File: src/hw/rtl/lud_pkg.sv
// Shared types, constants and helpers for the LU factorization block.
`default_nettype none
package lud_pkg;
    localparam int MAX_ORDER = 8;
    localparam int FRAC_BITS = 16;
    localparam int IDX_W     = $clog2(MAX_ORDER);
    localparam int ADDR_W    = 2 * IDX_W;
    localparam int ORD_W     = 4;
    localparam int THR_W     = 31;
    localparam int DATA_W    = 32;

    localparam logic [1:0] ST_OK   = 2'd0;
    localparam logic [1:0] ST_SING = 2'd1;
    localparam logic [1:0] ST_SAT  = 2'd2;

    localparam logic CFG_SIZE = 1'b0;
    localparam logic CFG_THR  = 1'b1;

    typedef struct packed {
        logic [2:0]  row_index;
        logic [2:0]  col_index;
        logic signed [31:0] element_value;
        logic        load_done;
    } in_item_t;

    typedef struct packed {
        logic [2:0]  out_row;
        logic [2:0]  out_col;
        logic signed [31:0] lu_value;
        logic [2:0]  source_row;
        logic        sign_negative;
        logic [1:0]  status;
        logic        last_result;
    } out_item_t;

    // datapath operations requested by the controller
    typedef enum logic [3:0] {
        OP_NONE, OP_LOAD, OP_INIT, OP_RD_A, OP_RD_B, OP_WR_A, OP_WR_B,
        OP_SWAP_PERM, OP_DIV_START, OP_MUL, OP_SUB, OP_EMIT_RD
    } op_t;

    typedef struct packed {
        op_t              op;
        logic [ADDR_W-1:0] addr;
        logic [IDX_W-1:0] row_a;
        logic [IDX_W-1:0] row_b;
        logic             sel_lq;
    } cmd_t;

    typedef struct packed {
        logic              div_busy;
        logic [DATA_W-1:0] rd_data;
        logic [DATA_W:0]   mag;
    } sts_t;

    function automatic logic [DATA_W:0] magnitude(input logic [DATA_W-1:0] v);
        logic signed [DATA_W:0] s;
        s = {v[DATA_W-1], v};
        return s[DATA_W] ? (DATA_W+1)'(-s) : (DATA_W+1)'(s);
    endfunction

    function automatic logic [DATA_W-1:0] sat32(input logic signed [65:0] v, output logic sat);
        sat = 1'b0;
        if (v > 66'sd2147483647) begin
            sat = 1'b1;
            return 32'h7fffffff;
        end
        if (v < -66'sd2147483648) begin
            sat = 1'b1;
            return 32'h80000000;
        end
        return v[31:0];
    endfunction
endpackage
`default_nettype wire

File: src/hw/rtl/lud_ctrl.sv
// Sequencer for load, pivot search, swap, divide, eliminate and emit.
`default_nettype none
module lud_ctrl (
    input  wire logic clk,
    input  wire logic rst_n,
    input  wire logic in_valid,
    output logic in_stall,
    input  wire lud_pkg::in_item_t in_item,
    input  wire logic [lud_pkg::ORD_W-1:0] size_in_use,
    input  wire logic [lud_pkg::THR_W-1:0] pivot_threshold,
    input  wire lud_pkg::sts_t sts,
    output lud_pkg::cmd_t cmd,
    output logic emit_req,
    output logic emit_fail,
    output logic emit_last,
    output logic [lud_pkg::IDX_W-1:0] emit_row,
    output logic [lud_pkg::IDX_W-1:0] emit_col,
    input  wire logic emit_full
);
    import lud_pkg::*;

    typedef enum logic [4:0] {
        S_LOAD, S_PS_RD, S_PS_W1, S_PS_CMP, S_SW_RA, S_SW_RB, S_SW_W1, S_SW_W2,
        S_SW_WR, S_PV_RD, S_PV_W1, S_PV_CHK, S_EL_RD, S_EL_W1, S_EL_DIV,
        S_EL_WAIT, S_EL_LQ, S_EL_WRL, S_UP_RB, S_UP_RA, S_UP_W1, S_UP_MUL,
        S_UP_SUB, S_UP_WR, S_EM_RD, S_EM_W1, S_EM_OUT, S_FAIL
    } state_t;

    state_t state_reg;
    logic [IDX_W-1:0] j_reg, i_reg, k_reg, piv_reg;
    logic [IDX_W:0]   n_reg;
    logic [DATA_W:0]  best_reg;
    logic             acc;
    logic [IDX_W-1:0] nm1;

    assign in_stall = (state_reg != S_LOAD);
    assign acc      = in_valid && !in_stall;
    assign nm1      = IDX_W'(n_reg - 1'b1);

    function automatic logic [ADDR_W-1:0] ad(input logic [IDX_W-1:0] r,
                                             input logic [IDX_W-1:0] c);
        return {r, c};
    endfunction

    always_comb begin
        cmd        = '0;
        cmd.op     = OP_NONE;
        cmd.row_a  = i_reg;
        cmd.row_b  = j_reg;
        emit_req   = 1'b0;
        emit_fail  = 1'b0;
        emit_last  = 1'b0;
        emit_row   = i_reg;
        emit_col   = k_reg;
        unique case (state_reg)
            S_LOAD:
            begin
                cmd.addr = ad(in_item.row_index, in_item.col_index);
                if (acc)
                    cmd.op = OP_LOAD;
            end
            S_PS_RD, S_PS_W1: cmd.addr = ad(i_reg, j_reg);
            S_SW_RA:
            begin
                // permutation and parity flip once per swap
                cmd.addr  = ad(j_reg, k_reg);
                cmd.row_a = j_reg;
                cmd.row_b = piv_reg;
                if (k_reg == '0)
                    cmd.op = OP_SWAP_PERM;
            end
            S_SW_RB:
            begin
                cmd.addr = ad(piv_reg, k_reg);
                cmd.op   = OP_RD_B;
            end
            S_SW_W1:
            begin
                cmd.addr = ad(j_reg, k_reg);
                cmd.op   = OP_RD_A;
            end
            S_SW_W2:
            begin
                cmd.addr = ad(j_reg, k_reg);
                cmd.op   = OP_WR_A;
            end
            S_SW_WR:
            begin
                cmd.addr = ad(piv_reg, k_reg);
                cmd.op   = OP_WR_B;
            end
            S_PV_RD, S_PV_W1: cmd.addr = ad(j_reg, j_reg);
            S_PV_CHK:
            begin
                cmd.addr = ad(j_reg, j_reg);
                cmd.op   = OP_INIT;
            end
            S_EL_RD, S_EL_W1: cmd.addr = ad(i_reg, j_reg);
            S_EL_DIV:
            begin
                cmd.addr = ad(i_reg, j_reg);
                cmd.op   = OP_RD_A;
            end
            S_EL_WAIT:
            begin
                cmd.addr = ad(i_reg, j_reg);
                cmd.op   = sts.div_busy ? OP_NONE : OP_DIV_START;
            end
            S_EL_LQ:
            begin
                cmd.addr   = ad(i_reg, j_reg);
                cmd.sel_lq = 1'b1;
            end
            S_EL_WRL:
            begin
                cmd.addr   = ad(i_reg, j_reg);
                cmd.op     = OP_WR_A;
                cmd.sel_lq = 1'b1;
            end
            S_UP_RB:  cmd.addr = ad(j_reg, k_reg);
            S_UP_RA:
            begin
                // pivot row word is on the read data here
                cmd.addr = ad(i_reg, k_reg);
                cmd.op   = OP_MUL;
            end
            S_UP_W1:  cmd.addr = ad(i_reg, k_reg);
            S_UP_MUL:
            begin
                cmd.addr = ad(i_reg, k_reg);
                cmd.op   = OP_RD_A;
            end
            S_UP_SUB:
            begin
                cmd.addr = ad(i_reg, k_reg);
                cmd.op   = OP_SUB;
            end
            S_UP_WR:
            begin
                cmd.addr = ad(i_reg, k_reg);
                cmd.op   = OP_WR_A;
            end
            S_EM_RD, S_EM_W1: cmd.addr = ad(i_reg, k_reg);
            S_EM_OUT:
            begin
                cmd.addr  = ad(i_reg, k_reg);
                emit_req  = 1'b1;
                emit_last = (i_reg == nm1) && (k_reg == nm1);
            end
            S_FAIL:
            begin
                emit_req  = 1'b1;
                emit_fail = 1'b1;
                emit_last = 1'b1;
                emit_col  = j_reg;
            end
            default:  cmd.addr = '0;
        endcase
    end

    always_ff @(posedge clk or negedge rst_n) begin
        if (!rst_n) begin
            state_reg <= S_LOAD;
            j_reg     <= '0;
            i_reg     <= '0;
            k_reg     <= '0;
            piv_reg   <= '0;
            n_reg     <= '0;
            best_reg  <= '0;
        end
        else begin
            unique case (state_reg)
                S_LOAD:
                begin
                    if (acc && in_item.load_done) begin
                        if (size_in_use == '0)
                            n_reg <= (IDX_W+1)'(1);
                        else if (size_in_use > ORD_W'(MAX_ORDER))
                            n_reg <= (IDX_W+1)'(MAX_ORDER);
                        else
                            n_reg <= (IDX_W+1)'(size_in_use);
                        j_reg <= '0;
                        i_reg <= '0;
                        k_reg <= '0;
                        if (size_in_use <= ORD_W'(1))
                            state_reg <= S_EM_RD;
                        else
                            state_reg <= S_PS_RD;
                    end
                end
                S_PS_RD:  state_reg <= S_PS_W1;
                S_PS_W1:  state_reg <= S_PS_CMP;
                S_PS_CMP:
                begin
                    if (i_reg == j_reg || sts.mag > best_reg) begin
                        best_reg <= sts.mag;
                        piv_reg  <= i_reg;
                    end
                    if (i_reg == nm1) begin
                        k_reg <= '0;
                        if ((i_reg == j_reg || sts.mag > best_reg) ? (i_reg != j_reg)
                                                                   : (piv_reg != j_reg))
                            state_reg <= S_SW_RA;
                        else
                            state_reg <= S_PV_RD;
                    end
                    else begin
                        i_reg     <= i_reg + 1'b1;
                        state_reg <= S_PS_RD;
                    end
                end
                S_SW_RA:  state_reg <= S_SW_RB;
                S_SW_RB:  state_reg <= S_SW_W1;
                S_SW_W1:  state_reg <= S_SW_W2;
                S_SW_W2:  state_reg <= S_SW_WR;
                S_SW_WR:
                begin
                    // swap loop step, after the write of the pivot row word
                    if (k_reg == nm1)
                        state_reg <= S_PV_RD;
                    else
                    begin
                        k_reg     <= k_reg + 1'b1;
                        state_reg <= S_SW_RA;
                    end
                end
                S_PV_RD:  state_reg <= S_PV_W1;
                S_PV_W1:  state_reg <= S_PV_CHK;
                S_PV_CHK:
                begin
                    if (sts.mag > {2'b00, pivot_threshold})
                        state_reg <= S_EL_RD;
                    else
                        state_reg <= S_FAIL;
                    i_reg <= j_reg + 1'b1;
                end
                S_EL_RD:  state_reg <= S_EL_W1;
                S_EL_W1:  state_reg <= S_EL_DIV;
                S_EL_DIV: state_reg <= S_EL_WAIT;
                S_EL_WAIT:
                begin
                    if (!sts.div_busy)
                        state_reg <= S_EL_LQ;
                end
                S_EL_LQ:
                begin
                    if (!sts.div_busy)
                        state_reg <= S_EL_WRL;
                end
                S_EL_WRL:
                begin
                    k_reg     <= j_reg + 1'b1;
                    state_reg <= S_UP_RB;
                end
                S_UP_RB:  state_reg <= S_UP_RA;
                S_UP_RA:  state_reg <= S_UP_W1;
                S_UP_W1:  state_reg <= S_UP_MUL;
                S_UP_MUL: state_reg <= S_UP_SUB;
                S_UP_SUB: state_reg <= S_UP_WR;
                S_UP_WR:
                begin
                    if (k_reg != nm1) begin
                        k_reg     <= k_reg + 1'b1;
                        state_reg <= S_UP_RB;
                    end
                    else if (i_reg != nm1) begin
                        i_reg     <= i_reg + 1'b1;
                        state_reg <= S_EL_RD;
                    end
                    else if (j_reg + 1'b1 != nm1) begin
                        j_reg     <= j_reg + 1'b1;
                        i_reg     <= j_reg + 1'b1;
                        state_reg <= S_PS_RD;
                    end
                    else begin
                        i_reg     <= '0;
                        k_reg     <= '0;
                        state_reg <= S_EM_RD;
                    end
                end
                S_EM_RD:  state_reg <= S_EM_W1;
                S_EM_W1:  state_reg <= S_EM_OUT;
                S_EM_OUT:
                begin
                    if (!emit_full) begin
                        if (k_reg != nm1) begin
                            k_reg     <= k_reg + 1'b1;
                            state_reg <= S_EM_RD;
                        end
                        else if (i_reg != nm1) begin
                            i_reg     <= i_reg + 1'b1;
                            k_reg     <= '0;
                            state_reg <= S_EM_RD;
                        end
                        else
                            state_reg <= S_LOAD;
                    end
                end
                S_FAIL:
                begin
                    if (!emit_full)
                        state_reg <= S_LOAD;
                end
                default:  state_reg <= S_LOAD;
            endcase
        end
    end
endmodule
`default_nettype wire

File: config.mk
export PLATFORM = sky130hd
export DESIGN_NAME = lud_ctrl
export DESIGN_NICKNAME = d
export VERILOG_FILES = /design/src/hw/rtl/lud_pkg.sv /design/src/hw/rtl/lud_ctrl.sv
export SDC_FILE = /design/constraint.sdc
export NUM_CORES = 1
export LEC_CHECK = 0
export ABC_AREA = 1
export BUFFER_PORTS_ARGS = -buffer_cell sky130_fd_sc_hd__buf_2
export CAP_MARGIN = 20
export CORE_UTILIZATION = 48
export CTS_BUF_LIST = sky130_fd_sc_hd__clkbuf_4 sky130_fd_sc_hd__clkbuf_8
export DETAILED_ROUTE_END_ITERATION = 8
export PLACE_DENSITY_LB_ADDON = 0.1
export SLEW_MARGIN = 20
export SYNTH_ARGS = -nofsm -noshare
export SYNTH_HDL_FRONTEND = slang
export SYNTH_SLANG_ARGS = --single-unit
File: constraint.sdc
create_clock -name clk -period 2.1 [get_ports clk]
set_input_delay 0 -clock clk [delete_from_list [all_inputs] [get_ports clk]]
set_output_delay 0 -clock clk [all_outputs]
set_load 0.005 [all_outputs]
==> metrics.txt <==
commonest non-fill, non-tap cell in the layout inv_1; die height ~100 microns; Final WS setup -0.08395 ns; Initial Utilization 49.26%; pin count of the biggest net entering global routing 54; final-stage net count 1,176; hold_ws 0.003630 ns; Max-Cap Viols 0; gpl congestion roughly 0.98; RSZ-0062 raised after global routing yes; net count after synthesis between 900 and 1,000; drt pass-1 iters 5; Total GRT Usage 27.18%; synthesized instance count 739; worst vdd ir 0.6683 mV; sequential share of the synthesized area 26.32%; register bit total from synthesis 53; Ys Warns 0; post-layout util 70.10%; Switch Pwr 3.517 mW; CTS tree yes; Crit Path Class register to output port; Largest register FFs 33; initial antenna violation count 0; status finished, violations left; synth top area cells dfrtp_1 26%, ha_1 17%, inv_1 10%; Clock Tree Buf Depth 2; drt via density between 5 and 6; fin crit share 104.0%; drt wl/cell between 10 and 15 microns; Core Region 10,230 sq um; Synth Area per Inst between 6 and 7 sq um; final setup vio count 47; number of global-route vias before repair 5,463; final HPWL from detailed placement approximately 12,000 microns; htree depth 2; Setup WS pre-CTS -0.1745 ns; area share of the largest cell type after synthesis 26.32%; drc violations 0; fmax 0.4579 GHz; Rows 37; Final min period 2.184 ns; first-pass GRT wire length 24,360 microns; min-delay worst type input pin to register; crit end category output port; Comb power frac 69.0%; setup_tns -1.248 ns; Pins Over Slew Limit 0; Antenna diodes 0; clk_skew 0.02005 ns; Arr. time, crit path 2.18 ns; ys flop type dfrtp_1; ANT nets after route 0; worst-path maximum fanout 5; CP startpoint kind register; port bufs 106; Pleak 3.913 nW; Mapped Area approximately 5000 sq um; asr flop ratio synth 100.0%; DRT iter0 DRCs approximately 300; switch share roughly 46%; Pint 4.130 mW; clock tree sinks 53; Top Ports 171; Slew @ Worst Pin approximately 0.67 ns; Root Buffer clkbuf_8; Final Routed Wirelength 15,180 microns; overall power 7.648 mW; violated checks setup timing; final hold viol count 0; CP required 2.10 ns; via count approximately 5,700; die area ~11,000 sq um; clock network fraction of total power 8.8%; clk_lat worst skew 0.31 ns; library cells used by synthesis about 40; sequential power share 22.3%; most frequent cells in the layout 130 x inv_1, 127 x nand2_1, 106 x buf_2; CTS buffer count 5; synthesis-to-finish area growth 42.30%; chip width 104.5 microns; share of cells above drive strength 1 30.71%; Slew HR 55.21%; Reg clk slew, reported paths 0.12 ns; EDFF count, synth 0; power density over the cells 1066 nW/um^2; post-synth top area cell dfrtp_1; Overflow after GRT 0
==> power groups by stage <==
stage | logic, mW | clock network [mW] | registers [mW]
2_1_floorplan | 2.69 | 0 | 1.62
3_3_place_gp | 4.28 | 0 | 1.70
3_5_place_dp | 4.38 | 0 | 1.71
4_1_cts | 4.71 | 0.675 | 1.69
5_1_grt | 5.83 | 0.719 | 1.75
6_report | 5.27 | 0.672 | 1.70
==> cells in the mapped netlist, types with 7 or more instances <==
cell type and instances:
nand4_1 11, inv_1 140, o21ai_0 42, nor3_1 9, nand3_1 26, dfrtp_1 53
clkbuf_1 9, nor2_1 92, a21oi_1 79, nor4_1 7, ha_1 69, xnor2_1 9
nand2_1 140
==> final cells by class <==
cell class                 instances  area (sq um)
sequential                        53          1331
multi-input combinational        532          3438
fill                             849          3059
clock inverter                     1         8.758
inverter                         141         531.8
tap                              136         170.2
clock buffer                       7         96.34
timing repair buffer             230          1595
==> timing repair <==
action | CTS | global route
endpoints found under the hold margin | 77 | 1
pin swaps | 13 | 22
gates cloned | 0 | 1
setup buffers | 5 | 11
setup endpoints to repair | 53 | 60
gates resized for setup | 23 | 70
hold buffers | 26 | 1
==> through the flow <==
| stage | area, sq um | std cells |
|---|---|---|
| 3_3_place_gp | 6346 | 1049 |
| 4_1_cts | 6834 | 1088 |
| 2_1_floorplan | 5047 | 739 |
| 3_5_place_dp | 6346 | 1049 |
| 5_1_grt | 7172 | 1100 |
| 6_report | 7172 | 1100 |
==> path summary, 6_finish.rpt <==
kind	start	end	slack (ns)	cells past startpoint
hold / removal	size_in_use[3]	n_reg[1]$_DFFE_PN0P_	0.004	4
max in group asynchronous	rst_n	state_reg[0]$_DFFE_PN0P_	1.61	3
min in group asynchronous	rst_n	best_reg[11]$_DFFE_PN0P_	0.21	3
setup reg to reg	state_reg[1]$_DFFE_PN0P_	k_reg[2]$_DFFE_PN0P_	-0.08	11
hold reg to reg	best_reg[0]$_DFFE_PN0P_	best_reg[0]$_DFFE_PN0P_	0.51	2
setup / recovery	state_reg[4]$_DFFE_PN0P_	cmd[11]	-0.08	10
==> metal layers <==
metal | part of all wire (%) | global-route usage, % | up-vias
met5 | 0 | 0 | -
met2 | 47 | 46.31 | 178
li1 | - | - | 2856
met1 | 46 | 36.81 | 2610
met3 | 5.3 | 2.632 | 20
met4 | 1.5 | 6.837 | 0
==> logic make-up after synthesis <==
group	count (synthesis)	share of synthesized area, %
AND/OR/NAND/NOR	302	26.34
buffers and inverters	154	11.74
AO/OA/AOI/OAI	147	15.91
adder cells (fa/ha/maj)	69	17.13
flip-flops	53	26.32
XOR/XNOR	13	2.259
multiplexers	1	0.2978
==> worst max-delay path, cell delays in order (launching register included) <==
cell and delay, ns:
dfrtp_1 0.49, nand3_1 0.17, nor2_1 0.07, nand2_1 0.11, inv_1 0.10, nor2_1 0.15, inv_1 0.08, nor3_2 0.23
and2_4 0.21, o221ai_1 0.11, buf_2 0.15
No activity file was read; power rests on OpenSTA's default activity.
